File: config.mk
export PLATFORM = sky130hd
export DESIGN_NAME = cwa_div
export DESIGN_NICKNAME = d
export VERILOG_FILES = /design/src/hdl/coherent_window_averager_assert.svh /design/src/hdl/cwa_pkg.sv /design/src/hdl/cwa_div.sv
export SDC_FILE = /design/constraint.sdc
export NUM_CORES = 1
export LEC_CHECK = 0
export BUFFER_PORTS_ARGS = -buffer_cell sky130_fd_sc_hd__buf_2
export CORE_MARGIN = 2
export CORE_UTILIZATION = 66
export CTS_BUF_LIST = sky130_fd_sc_hd__clkbuf_16
export CTS_CLUSTER_SIZE = 24
export DETAILED_ROUTE_END_ITERATION = 12
export HOLD_SLACK_MARGIN = 0.06
export PLACE_DENSITY = 0.88
export SLEW_MARGIN = 0
export SYNTH_ARGS = -nofsm -noshare
export SYNTH_HDL_FRONTEND = slang
export SYNTH_SLANG_ARGS = --single-unit
File: constraint.sdc
create_clock -name clock -period 14.5 [get_ports clock]
set_input_delay 0.725 -clock clock [delete_from_list [all_inputs] [get_ports clock]]
set_output_delay 0.725 -clock clock [all_outputs]
set_load 0.05 [all_outputs]
File: src/hdl/coherent_window_averager_assert.svh
// Assertion macros for the coherent window averager.
// Included by the top level only; no other dependencies.
`ifndef COHERENT_WINDOW_AVERAGER_ASSERT_SVH
`define COHERENT_WINDOW_AVERAGER_ASSERT_SVH

`ifndef ASSERT_OFF
`define CWA_ASSERT_IMPLY(lbl, clk, rst, ante, cons, msg) \
   lbl: assert property (@(posedge clk) disable iff (rst) (ante) |-> (cons)) else $error(msg);
`define CWA_ASSERT_NEXT(lbl, clk, rst, ante, cons, msg) \
   lbl: assert property (@(posedge clk) disable iff (rst) (ante) |=> (cons)) else $error(msg);
`else
`define CWA_ASSERT_IMPLY(lbl, clk, rst, ante, cons, msg)
`define CWA_ASSERT_NEXT(lbl, clk, rst, ante, cons, msg)
`endif

`endif

File: src/hdl/cwa_pkg.sv
// Shared constants, types and register codes of the coherent window averager.
// No dependencies.
package cwa_pkg;

   localparam int MAX_WINDOW  = 1024;
   localparam int MAX_AVERAGE = 256;

   localparam int POS_W     = $clog2(MAX_WINDOW);
   localparam int WIN_CNT_W = $clog2(MAX_AVERAGE);
   localparam int SMP_W     = 16;
   localparam int ACC_W     = 24;
   localparam int SUM_W     = ACC_W + 1;
   localparam int MEM_W     = 2 * ACC_W;

   localparam int AVG_CFG_W  = 9;
   localparam int LEN_CFG_W  = 11;
   localparam int CSR_DATA_W = 11;
   localparam int CSR_ADDR_W = 1;
   localparam int AVG_RESET  = 1;
   localparam int LEN_RESET  = 1024;

   localparam int MAG_W     = ACC_W;
   localparam int DIV_STEP  = 4;
   localparam int DIV_ITER  = MAG_W / DIV_STEP;
   localparam int DIV_CNT_W = $clog2(DIV_ITER);

   typedef enum logic [CSR_ADDR_W-1:0] {
      CSR_AVERAGE_COUNT = 1'b0,
      CSR_WINDOW_LENGTH = 1'b1
   } csr_index_type;

   typedef struct packed {
      logic                    start;
      logic signed [SUM_W-1:0] sum_re;
      logic signed [SUM_W-1:0] sum_im;
      logic [AVG_CFG_W-1:0]    divisor;
   } div_req_type;

   typedef struct packed {
      logic                    done;
      logic signed [SMP_W-1:0] q_re;
      logic signed [SMP_W-1:0] q_im;
   } div_rsp_type;

endpackage

File: src/hdl/cwa_div.sv
// Iterative signed divider for the I/Q sums, DIV_STEP quotient bits per cycle.
// Truncates toward zero and saturates to the sample range. Uses cwa_pkg.
module cwa_div (
   input  logic                 clock,
   input  logic                 reset,
   input  cwa_pkg::div_req_type req,
   output cwa_pkg::div_rsp_type rsp
);

   localparam int REM_W = cwa_pkg::AVG_CFG_W;

   logic [cwa_pkg::MAG_W-1:0]     mag_re_ff, mag_re_in, mag_im_ff, mag_im_in;
   logic [REM_W-1:0]              rem_re_ff, rem_re_in, rem_im_ff, rem_im_in;
   logic                          neg_re_ff, neg_re_in, neg_im_ff, neg_im_in;
   logic [REM_W-1:0]              dvs_ff, dvs_in;
   logic [cwa_pkg::DIV_CNT_W-1:0] cnt_ff, cnt_in;
   logic                          busy_ff, busy_in, done_ff, done_in;
   logic [cwa_pkg::MAG_W-1:0]     step_mag_re, step_mag_im;
   logic [REM_W-1:0]              step_rem_re, step_rem_im;

   function automatic logic [cwa_pkg::MAG_W-1:0] abs_sum(
      input logic signed [cwa_pkg::SUM_W-1:0] s);
      logic [cwa_pkg::SUM_W-1:0] a;
      a = s[cwa_pkg::SUM_W-1] ? cwa_pkg::SUM_W'(-s) : cwa_pkg::SUM_W'(s);
      return a[cwa_pkg::MAG_W-1:0];
   endfunction

   function automatic logic [cwa_pkg::MAG_W+REM_W-1:0] div_steps(
      input logic [cwa_pkg::MAG_W-1:0] mag, input logic [REM_W-1:0] rem,
      input logic [REM_W-1:0] dvs);
      logic [cwa_pkg::MAG_W-1:0] m;
      logic [REM_W-1:0]          r;
      logic [REM_W:0]            sh;
      m = mag;
      r = rem;
      for (int k = 0; k < cwa_pkg::DIV_STEP; k++) begin
         sh = {r, m[cwa_pkg::MAG_W-1]};
         m  = {m[cwa_pkg::MAG_W-2:0], 1'b0};
         if (sh >= {1'b0, dvs}) begin
            r    = REM_W'(sh - {1'b0, dvs});
            m[0] = 1'b1;
         end else begin
            r = sh[REM_W-1:0];
         end
      end
      return {m, r};
   endfunction

   function automatic logic signed [cwa_pkg::SMP_W-1:0] sat_q(
      input logic [cwa_pkg::MAG_W-1:0] q, input logic neg);
      logic signed [cwa_pkg::SMP_W-1:0] res;
      if (neg) begin
         if (q > cwa_pkg::MAG_W'(2 ** (cwa_pkg::SMP_W - 1))) begin
            res = {1'b1, {(cwa_pkg::SMP_W-1){1'b0}}};
         end else begin
            res = cwa_pkg::SMP_W'(-q);
         end
      end else begin
         if (q > cwa_pkg::MAG_W'(2 ** (cwa_pkg::SMP_W - 1) - 1)) begin
            res = {1'b0, {(cwa_pkg::SMP_W-1){1'b1}}};
         end else begin
            res = q[cwa_pkg::SMP_W-1:0];
         end
      end
      return res;
   endfunction

   always_comb begin
      {step_mag_re, step_rem_re} = div_steps(mag_re_ff, rem_re_ff, dvs_ff);
      {step_mag_im, step_rem_im} = div_steps(mag_im_ff, rem_im_ff, dvs_ff);

      mag_re_in = mag_re_ff;
      mag_im_in = mag_im_ff;
      rem_re_in = rem_re_ff;
      rem_im_in = rem_im_ff;
      neg_re_in = neg_re_ff;
      neg_im_in = neg_im_ff;
      dvs_in    = dvs_ff;
      cnt_in    = cnt_ff;
      busy_in   = busy_ff;
      done_in   = 1'b0;

      if (req.start) begin
         mag_re_in = abs_sum(req.sum_re);
         mag_im_in = abs_sum(req.sum_im);
         neg_re_in = req.sum_re[cwa_pkg::SUM_W-1];
         neg_im_in = req.sum_im[cwa_pkg::SUM_W-1];
         rem_re_in = '0;
         rem_im_in = '0;
         dvs_in    = req.divisor;
         cnt_in    = '0;
         busy_in   = 1'b1;
      end else if (busy_ff) begin
         mag_re_in = step_mag_re;
         mag_im_in = step_mag_im;
         rem_re_in = step_rem_re;
         rem_im_in = step_rem_im;
         cnt_in    = cnt_ff + 1'b1;
         if (cnt_ff == cwa_pkg::DIV_CNT_W'(cwa_pkg::DIV_ITER - 1)) begin
            busy_in = 1'b0;
            done_in = 1'b1;
         end
      end
   end

   always_ff @(posedge clock) begin
      if (reset) begin
         busy_ff <= 1'b0;
         done_ff <= 1'b0;
         cnt_ff  <= '0;
      end else begin
         busy_ff <= busy_in;
         done_ff <= done_in;
         cnt_ff  <= cnt_in;
      end
      mag_re_ff <= mag_re_in;
      mag_im_ff <= mag_im_in;
      rem_re_ff <= rem_re_in;
      rem_im_ff <= rem_im_in;
      neg_re_ff <= neg_re_in;
      neg_im_ff <= neg_im_in;
      dvs_ff    <= dvs_in;
   end

   assign rsp.done = done_ff;
   assign rsp.q_re = sat_q(mag_re_ff, neg_re_ff);
   assign rsp.q_im = sat_q(mag_im_ff, neg_im_ff);

endmodule

After elaboration in Yosys (flattened, before gate mapping):

Cells that the tools add are included.

* $add $sub $neg: 13
* $lt $le $gt $ge: 12
* equality and inequality tests: 1
* mux-type cells: 32
* bitwise gates (word level): 1
* reduce and logical (&&, ||, !) cells: 3

Operators with widths (count)
* 2-to-1 mux 24 bit: 6
* 2-to-1 mux 16 bit: 6
* >= comparator 10 x 9 -> 1 bit: 8
* 2-to-1 mux 9 bit: 8
* subtractor 9 bit: 8
* greater-than comparator 24 x 15 -> 1 bit (second input constant): 2
* greater-than comparator 24 x 16 -> 1 bit (second input constant): 2
* negation 24 bit: 2
* negation 16 bit: 2
* 2-to-1 mux 1 bit: 12
* adder 3 x 1 -> 3 bit (second input constant): 1
* equality test 3 bit (second input constant): 1
* OR reduction 3 bit: 1
* nonzero test 2 bit: 1
* OR reduction 2 bit: 1
* inverter 1 bit: 1

* register bits: 82
* input port bits: 62
* output and inout bits: 33
* word-level logic and storage cells: 72

Logic depth before layout (Yosys ltp):

* depth in word-level cells: 10
* gate-level depth with buffers: 38

Worst setup path after synthesis:

No wires, ideal clock.

* kind: reg-to-reg
* from: register dvs_ff[1]
* to: register rem_re_ff[0]
* library setup time: 86 ps
* arrival: 8388 ps
* data required time: 14414 ps
* setup slack: 6026 ps
* cell stages (with the launch flop): 35
* path buffers: 1
* period minus slack after synthesis: 8474 ps
* cells stage by stage: edfxtp_1 inv_1 fa_1 a211oi_2 o21ai_1 a21o_1 a21oi_2 mux2_2 ha_1 nor2b_1 o21ai_0 a21oi_1 o31ai_1 nand3b_1 buf_2 nand2_1 a21boi_0 inv_1 fa_1 nand2b_1 a21boi_0 o21ai_0 a31oi_1 nor4bb_1 a22oi_2 mux2i_1 fa_1 a21o_1 a21oi_1 o211ai_1 o21bai_1 a21oi_1 o221ai_4 mux2_4 a211oi_1

* longest elaborated chain between the ends: 8
* elaborated cells between the ends (all ways): 11
* classes of those cells: add/sub: 3; order compare: 4; mux: 4

RTL lines
* start, declared: line cwa_div.sv:15 `logic [REM_W-1:0] dvs_ff, dvs_in;`
* start signal, assigned: line cwa_div.sv:122 `dvs_ff <= dvs_in;`
* subtractor 9 bit / >= comparator 10 x 9 -> 1 bit (equally long branches): line cwa_div.sv:40, cwa_div.sv:39
* 2-to-1 mux 9 bit: line cwa_div.sv:39 `if (sh >= {1'b0, dvs}) begin`
* subtractor 9 bit / >= comparator 10 x 9 -> 1 bit (equally long branches): line cwa_div.sv:40, cwa_div.sv:39
* 2-to-1 mux 9 bit: line cwa_div.sv:39
* subtractor 9 bit / >= comparator 10 x 9 -> 1 bit (equally long branches): line cwa_div.sv:40, cwa_div.sv:39
* 2-to-1 mux 9 bit: line cwa_div.sv:39
* >= comparator 10 x 9 -> 1 bit *: line cwa_div.sv:39
* 2-to-1 mux 9 bit *: line cwa_div.sv:39
* end signal, assigned: line cwa_div.sv:118 `rem_re_ff <= rem_re_in;`
* end, declared: line cwa_div.sv:13 `logic [REM_W-1:0] rem_re_ff, rem_re_in, rem_im_ff, rem_im_in;`

Every way passes the cells marked *; elsewhere a longest branch is shown, timed or not.
A chain may end at the register's enable or synchronous reset.

Worst setup path in the final report:

* from: register dvs_ff[1]
* to: register rem_re_ff[5]

* longest elaborated chain between the ends: 8
* elaborated cells between the ends (all ways): 12
* classes of those cells: add/sub: 4; order compare: 4; mux: 4

RTL lines (line)
* subtractor 9 bit / >= comparator 10 x 9 -> 1 bit (equally long branches): cwa_div.sv:40, cwa_div.sv:39
* 2-to-1 mux 9 bit: cwa_div.sv:39
* subtractor 9 bit / >= comparator 10 x 9 -> 1 bit (equally long branches): cwa_div.sv:40, cwa_div.sv:39
* 2-to-1 mux 9 bit: cwa_div.sv:39
* subtractor 9 bit / >= comparator 10 x 9 -> 1 bit (equally long branches): cwa_div.sv:40, cwa_div.sv:39
* 2-to-1 mux 9 bit: cwa_div.sv:39
* subtractor 9 bit / >= comparator 10 x 9 -> 1 bit (equally long branches): cwa_div.sv:40, cwa_div.sv:39
* 2-to-1 mux 9 bit *: cwa_div.sv:39

Marks and branches as above.

==> metrics list <==
- Entering global routing, the biggest net connects 90 pins.
* Ranking of synthesized cells by instance count: 104 x nor2_1, 95 x nand2_1, 82 x a21oi_1, 78 x ha_1, 68 x o21ai_0
- Clock latency reported for the late side of the worst-skew pair: 0.36 ns
- The setup path with the least slack is of type register to register.
* Overall die width: 120 um
* Total Wirelength: 24100 um
* Final-layout setup total negative slack: 0 ns
* Clock net sink count: 82
- Layout Nets: 1286
* Global-route wire length before repair: 38900 um
* Top achievable clock speed: 98.0 MHz
- Period utilization: 0.704
- TritonCTS clock tree: done
- Core outline area: 13200 um^2
- Setup violations remaining at the end of the flow were counted as 0.
* Combined global-route utilization of all metal layers: 0.334
- Compared with the post-synthesis result, the final layout area differs by 9.72%.
- After synthesis the netlist holds a flip-flop and latch count of 82.
- The mapped netlist covers 8910 um^2.
- In this run the critical register-to-register path is captured at rem_re_ff[5]$_SDFFE_PP0P_.
- Buffer levels on the longest clock path: 2
- RR Startpoint: dvs_ff[1]$_DFFE_PP_
- The via count of the first global-routing pass was 8034.
- Yosys printed 0 warnings.
- # Post-CTS Setup Buffers: 0
- Final HPWL DP: 17600 um
- The tool flagged a number of max-cap violations equal to 0.
* Avg Synthesized Cell Area: 8.35 um^2
- STA classifies the critical path startpoint as a register.
- Asr flop ratio synth: 0
* Number of slew-limit violations in the final report: 0
- In this run the remaining antenna-violating nets after routing total 0.
- Actual slew at the worst max-slew pin: 1.30 ns
* WL per Instance: 18.3 um
- The most used flip-flop cell after synthesis is edfxtp_1.
- Gates resized during post-CTS repair numbered 0.
- Of the post-synthesis cell area, the dominant cell type holds 0.199.
- In the routed layout, each cell is associated on average with a via count of 6.54.
* Hold Violations, Final: 0
- The tree is rooted in a clkbuf_16.
* DRT Pass-1 Iters: 8
- Die Outline Area: 14400 um^2
* Post-route DRC violation count: 0
- Hold/Removal Path Class: register to register
- Number of port buffers: 94
* Slack of the worst reg-to-reg path: 4.30 ns
* Clock Pin Slew Worst Setup and Hold Paths: 0.07 ns
- R2R cell count: 33
- The initial utilization of the core area, before any placement, comes to 0.676.
* Largest area contributor in the netlist: edfxtp_1
- TritonCTS buffer count: 9
* Cell type of the slowest stage on the worst timing path: fa_1
- Launch point of the worst hold path: cnt_ff[2]$_SDFFE_PP0P_
- The detailed router finished its first iteration with 773 violations.
- Nets in the synthesized netlist: 1215
- Among cell families on the critical path, the largest total delay comes from compound AO/OA/AOI/OAI gates.
- Crit-path max FO: 17
* Yosys cell types: 74
* Site Rows: 42
* Worst-case hold slack: 0.481 ns
* Hold Path Sink: done_ff$_SDFF_PP0_
- Data on the critical path arrives at its endpoint at 10.45 ns.
- Number of enable-type register cells in the synthesized netlist: 59
- The initial antenna violation count came to 0.
- Number of hold buffers added after CTS: 0
* M1 wire length: 9650 um
- Of the synthesized area, sequential elements account for 0.250.
* Number of primary I/O pins: 95
- The worst pin sits at a relative slew slack of 0.127.
* Share of cells above drive strength 1: 0.151
* Count of mapped cells out of synthesis: 1067
* Required time reported for the critical path endpoint: 14.75 ns
- Max Used Layer: met4
- Final-layout fill cell count: 962
- The worst hold path passes through 2 cells.
- Routability congestion estimate: 0.965
* Gr ovfl total: 0
- Deepest level of the CTS H-tree: 3
- In this design, the stage delay of the slowest critical-path cell is 0.60 ns.
* Worst setup skew after layout: 0.0112 ns
- Detailed routing placed a total of 11100 um of wire on met2.
- Setup repair after global routing left no endpoint under its margin.
- Detailed-routed wire length on met3: 2470 um
- Final Critical Period: 10.20 ns
* Area contributors post-synth: edfxtp_1 20%, ha_1 11%, xor2_1 5.8%, dfxtp_1 5.2%, a21oi_1 4.6%
* Via Count: 8625
- Height of the die: 120 um
- The flow ran to the end, and the final reports show no timing, DRC or antenna violations.
* Diodes inserted: 0
* Total buffers and inverters traversed by the critical path: 2
* Fin util: 0.741
- Endpoint type of the worst setup path: register
* Library cell with the highest instance count after synthesis: nor2_1
==> stage by stage <==
stage	worst slack (ns)	cells	area, um^2
final	4.30	1319	9780
after global routing	3.55	1319	9780
after CTS	4.50	1319	9780
after floorplan	6.03	1067	8910
after detailed placement	4.57	1303	9470
after global placement	4.82	1303	9470
==> tightest hold or removal path: cells and delay by family, from the launching register on <==
family / cells / cell delay [ns]
simple gates: 2 / 0.12
flops: 1 / 0.32
==> layout by cell type, fill, tap and decap left out, drive strengths merged, types with 9 or more instances in the layout <==
| cell type | netlist | routed |
|---|---|---|
| nand2 | 95 | 95 |
| mux2 | 27 | 27 |
| nor3b | 9 | 9 |
| buf | 10 | 97 |
| o21ai | 70 | 70 |
| xnor2 | 33 | 33 |
| o31ai | 18 | 18 |
| or4 | 9 | 9 |
| nor2b | 13 | 13 |
| a31oi | 9 | 9 |
| a21o | 21 | 21 |
| a211oi | 11 | 11 |
| or3 | 24 | 24 |
| nand2b | 14 | 14 |
| edfxtp | 59 | 59 |
| nand4 | 16 | 16 |
| nor3 | 27 | 27 |
| dfxtp | 23 | 23 |
| inv | 63 | 65 |
| nor2 | 105 | 105 |
| nand3 | 15 | 15 |
| a311oi | 10 | 10 |
| o21a | 10 | 10 |
| clkbuf | 27 | 9 |
| a21oi | 84 | 84 |
| xor2 | 59 | 59 |
| mux2i | 13 | 13 |
| o311ai | 15 | 15 |
| o211ai | 10 | 10 |
| ha | 78 | 78 |
==> worst max-delay path by stage <==
| stage | start | end | slack, ns | depth (start not counted) |
|---|---|---|---|---|
| 6_report | dvs_ff[1]$_DFFE_PP_ | rem_re_ff[5]$_SDFFE_PP0P_ | 4.30 | 33 |
| 5_1_grt | dvs_ff[1]$_DFFE_PP_ | rem_re_ff[0]$_SDFFE_PP0P_ | 3.55 | 33 |
| 4_1_cts | dvs_ff[1]$_DFFE_PP_ | rem_im_ff[0]$_SDFFE_PP0P_ | 4.50 | 30 |
| 3_5_place_dp | dvs_ff[1]$_DFFE_PP_ | rem_im_ff[0]$_SDFFE_PP0P_ | 4.57 | 30 |
| 3_3_place_gp | dvs_ff[1]$_DFFE_PP_ | rem_im_ff[0]$_SDFFE_PP0P_ | 4.82 | 30 |
| 2_1_floorplan | dvs_ff[1]$_DFFE_PP_ | rem_re_ff[0]$_SDFFE_PP0P_ | 6.03 | 34 |
==> cell type report <==
cell class | count | area (um^2) | share of cell area
Timing Repair Buffer | 97 | 495 | 0.0507
Tap cell | 176 | 220 | 0.0225
Multi-Input combinational cell | 885 | 6280 | 0.642
Inverter | 63 | 236 | 0.0242
Clock buffer | 9 | 225 | 0.0230
Sequential cell | 82 | 2230 | 0.228
Clock inverter | 7 | 86.3 | 0.00883
==> state kept, by name (all words and copies together) (netlist names) <==
| register | count |
|---|---|
| mag_im_ff | 24 |
| done_ff | 1 |
| rem_re_ff | 9 |
| dvs_ff | 9 |
| cnt_ff | 3 |
| rem_im_ff | 9 |
| neg_re_ff | 1 |
| neg_im_ff | 1 |
| busy_ff | 1 |
| mag_re_ff | 24 |
==> per-layer routing <==
metal,vias to the layer above,GRT usage
met2,464,0.536
met1,3973,0.447
li1,4110,-
met3,78,0.0547
met4,0,0.143
met5,-,0
==> cell families (layout without fill, tap and decap cells) <==
kind of cell	Yosys count	after routing	share of synthesized area
and+or+nand+nor	354	354	0.203
AOI/OAI and AO/OA	313	313	0.235
buffers and inverters	100	176	0.0446
xor gates and xnor gates	92	92	0.0904
adders and majority gates	86	86	0.127
DFF	82	82	0.250
muxes	40	40	0.0491
Power is left out: the tool's default activity adds up to more than one toggle a clock period on the data nets, which glitch-free logic cannot reach.
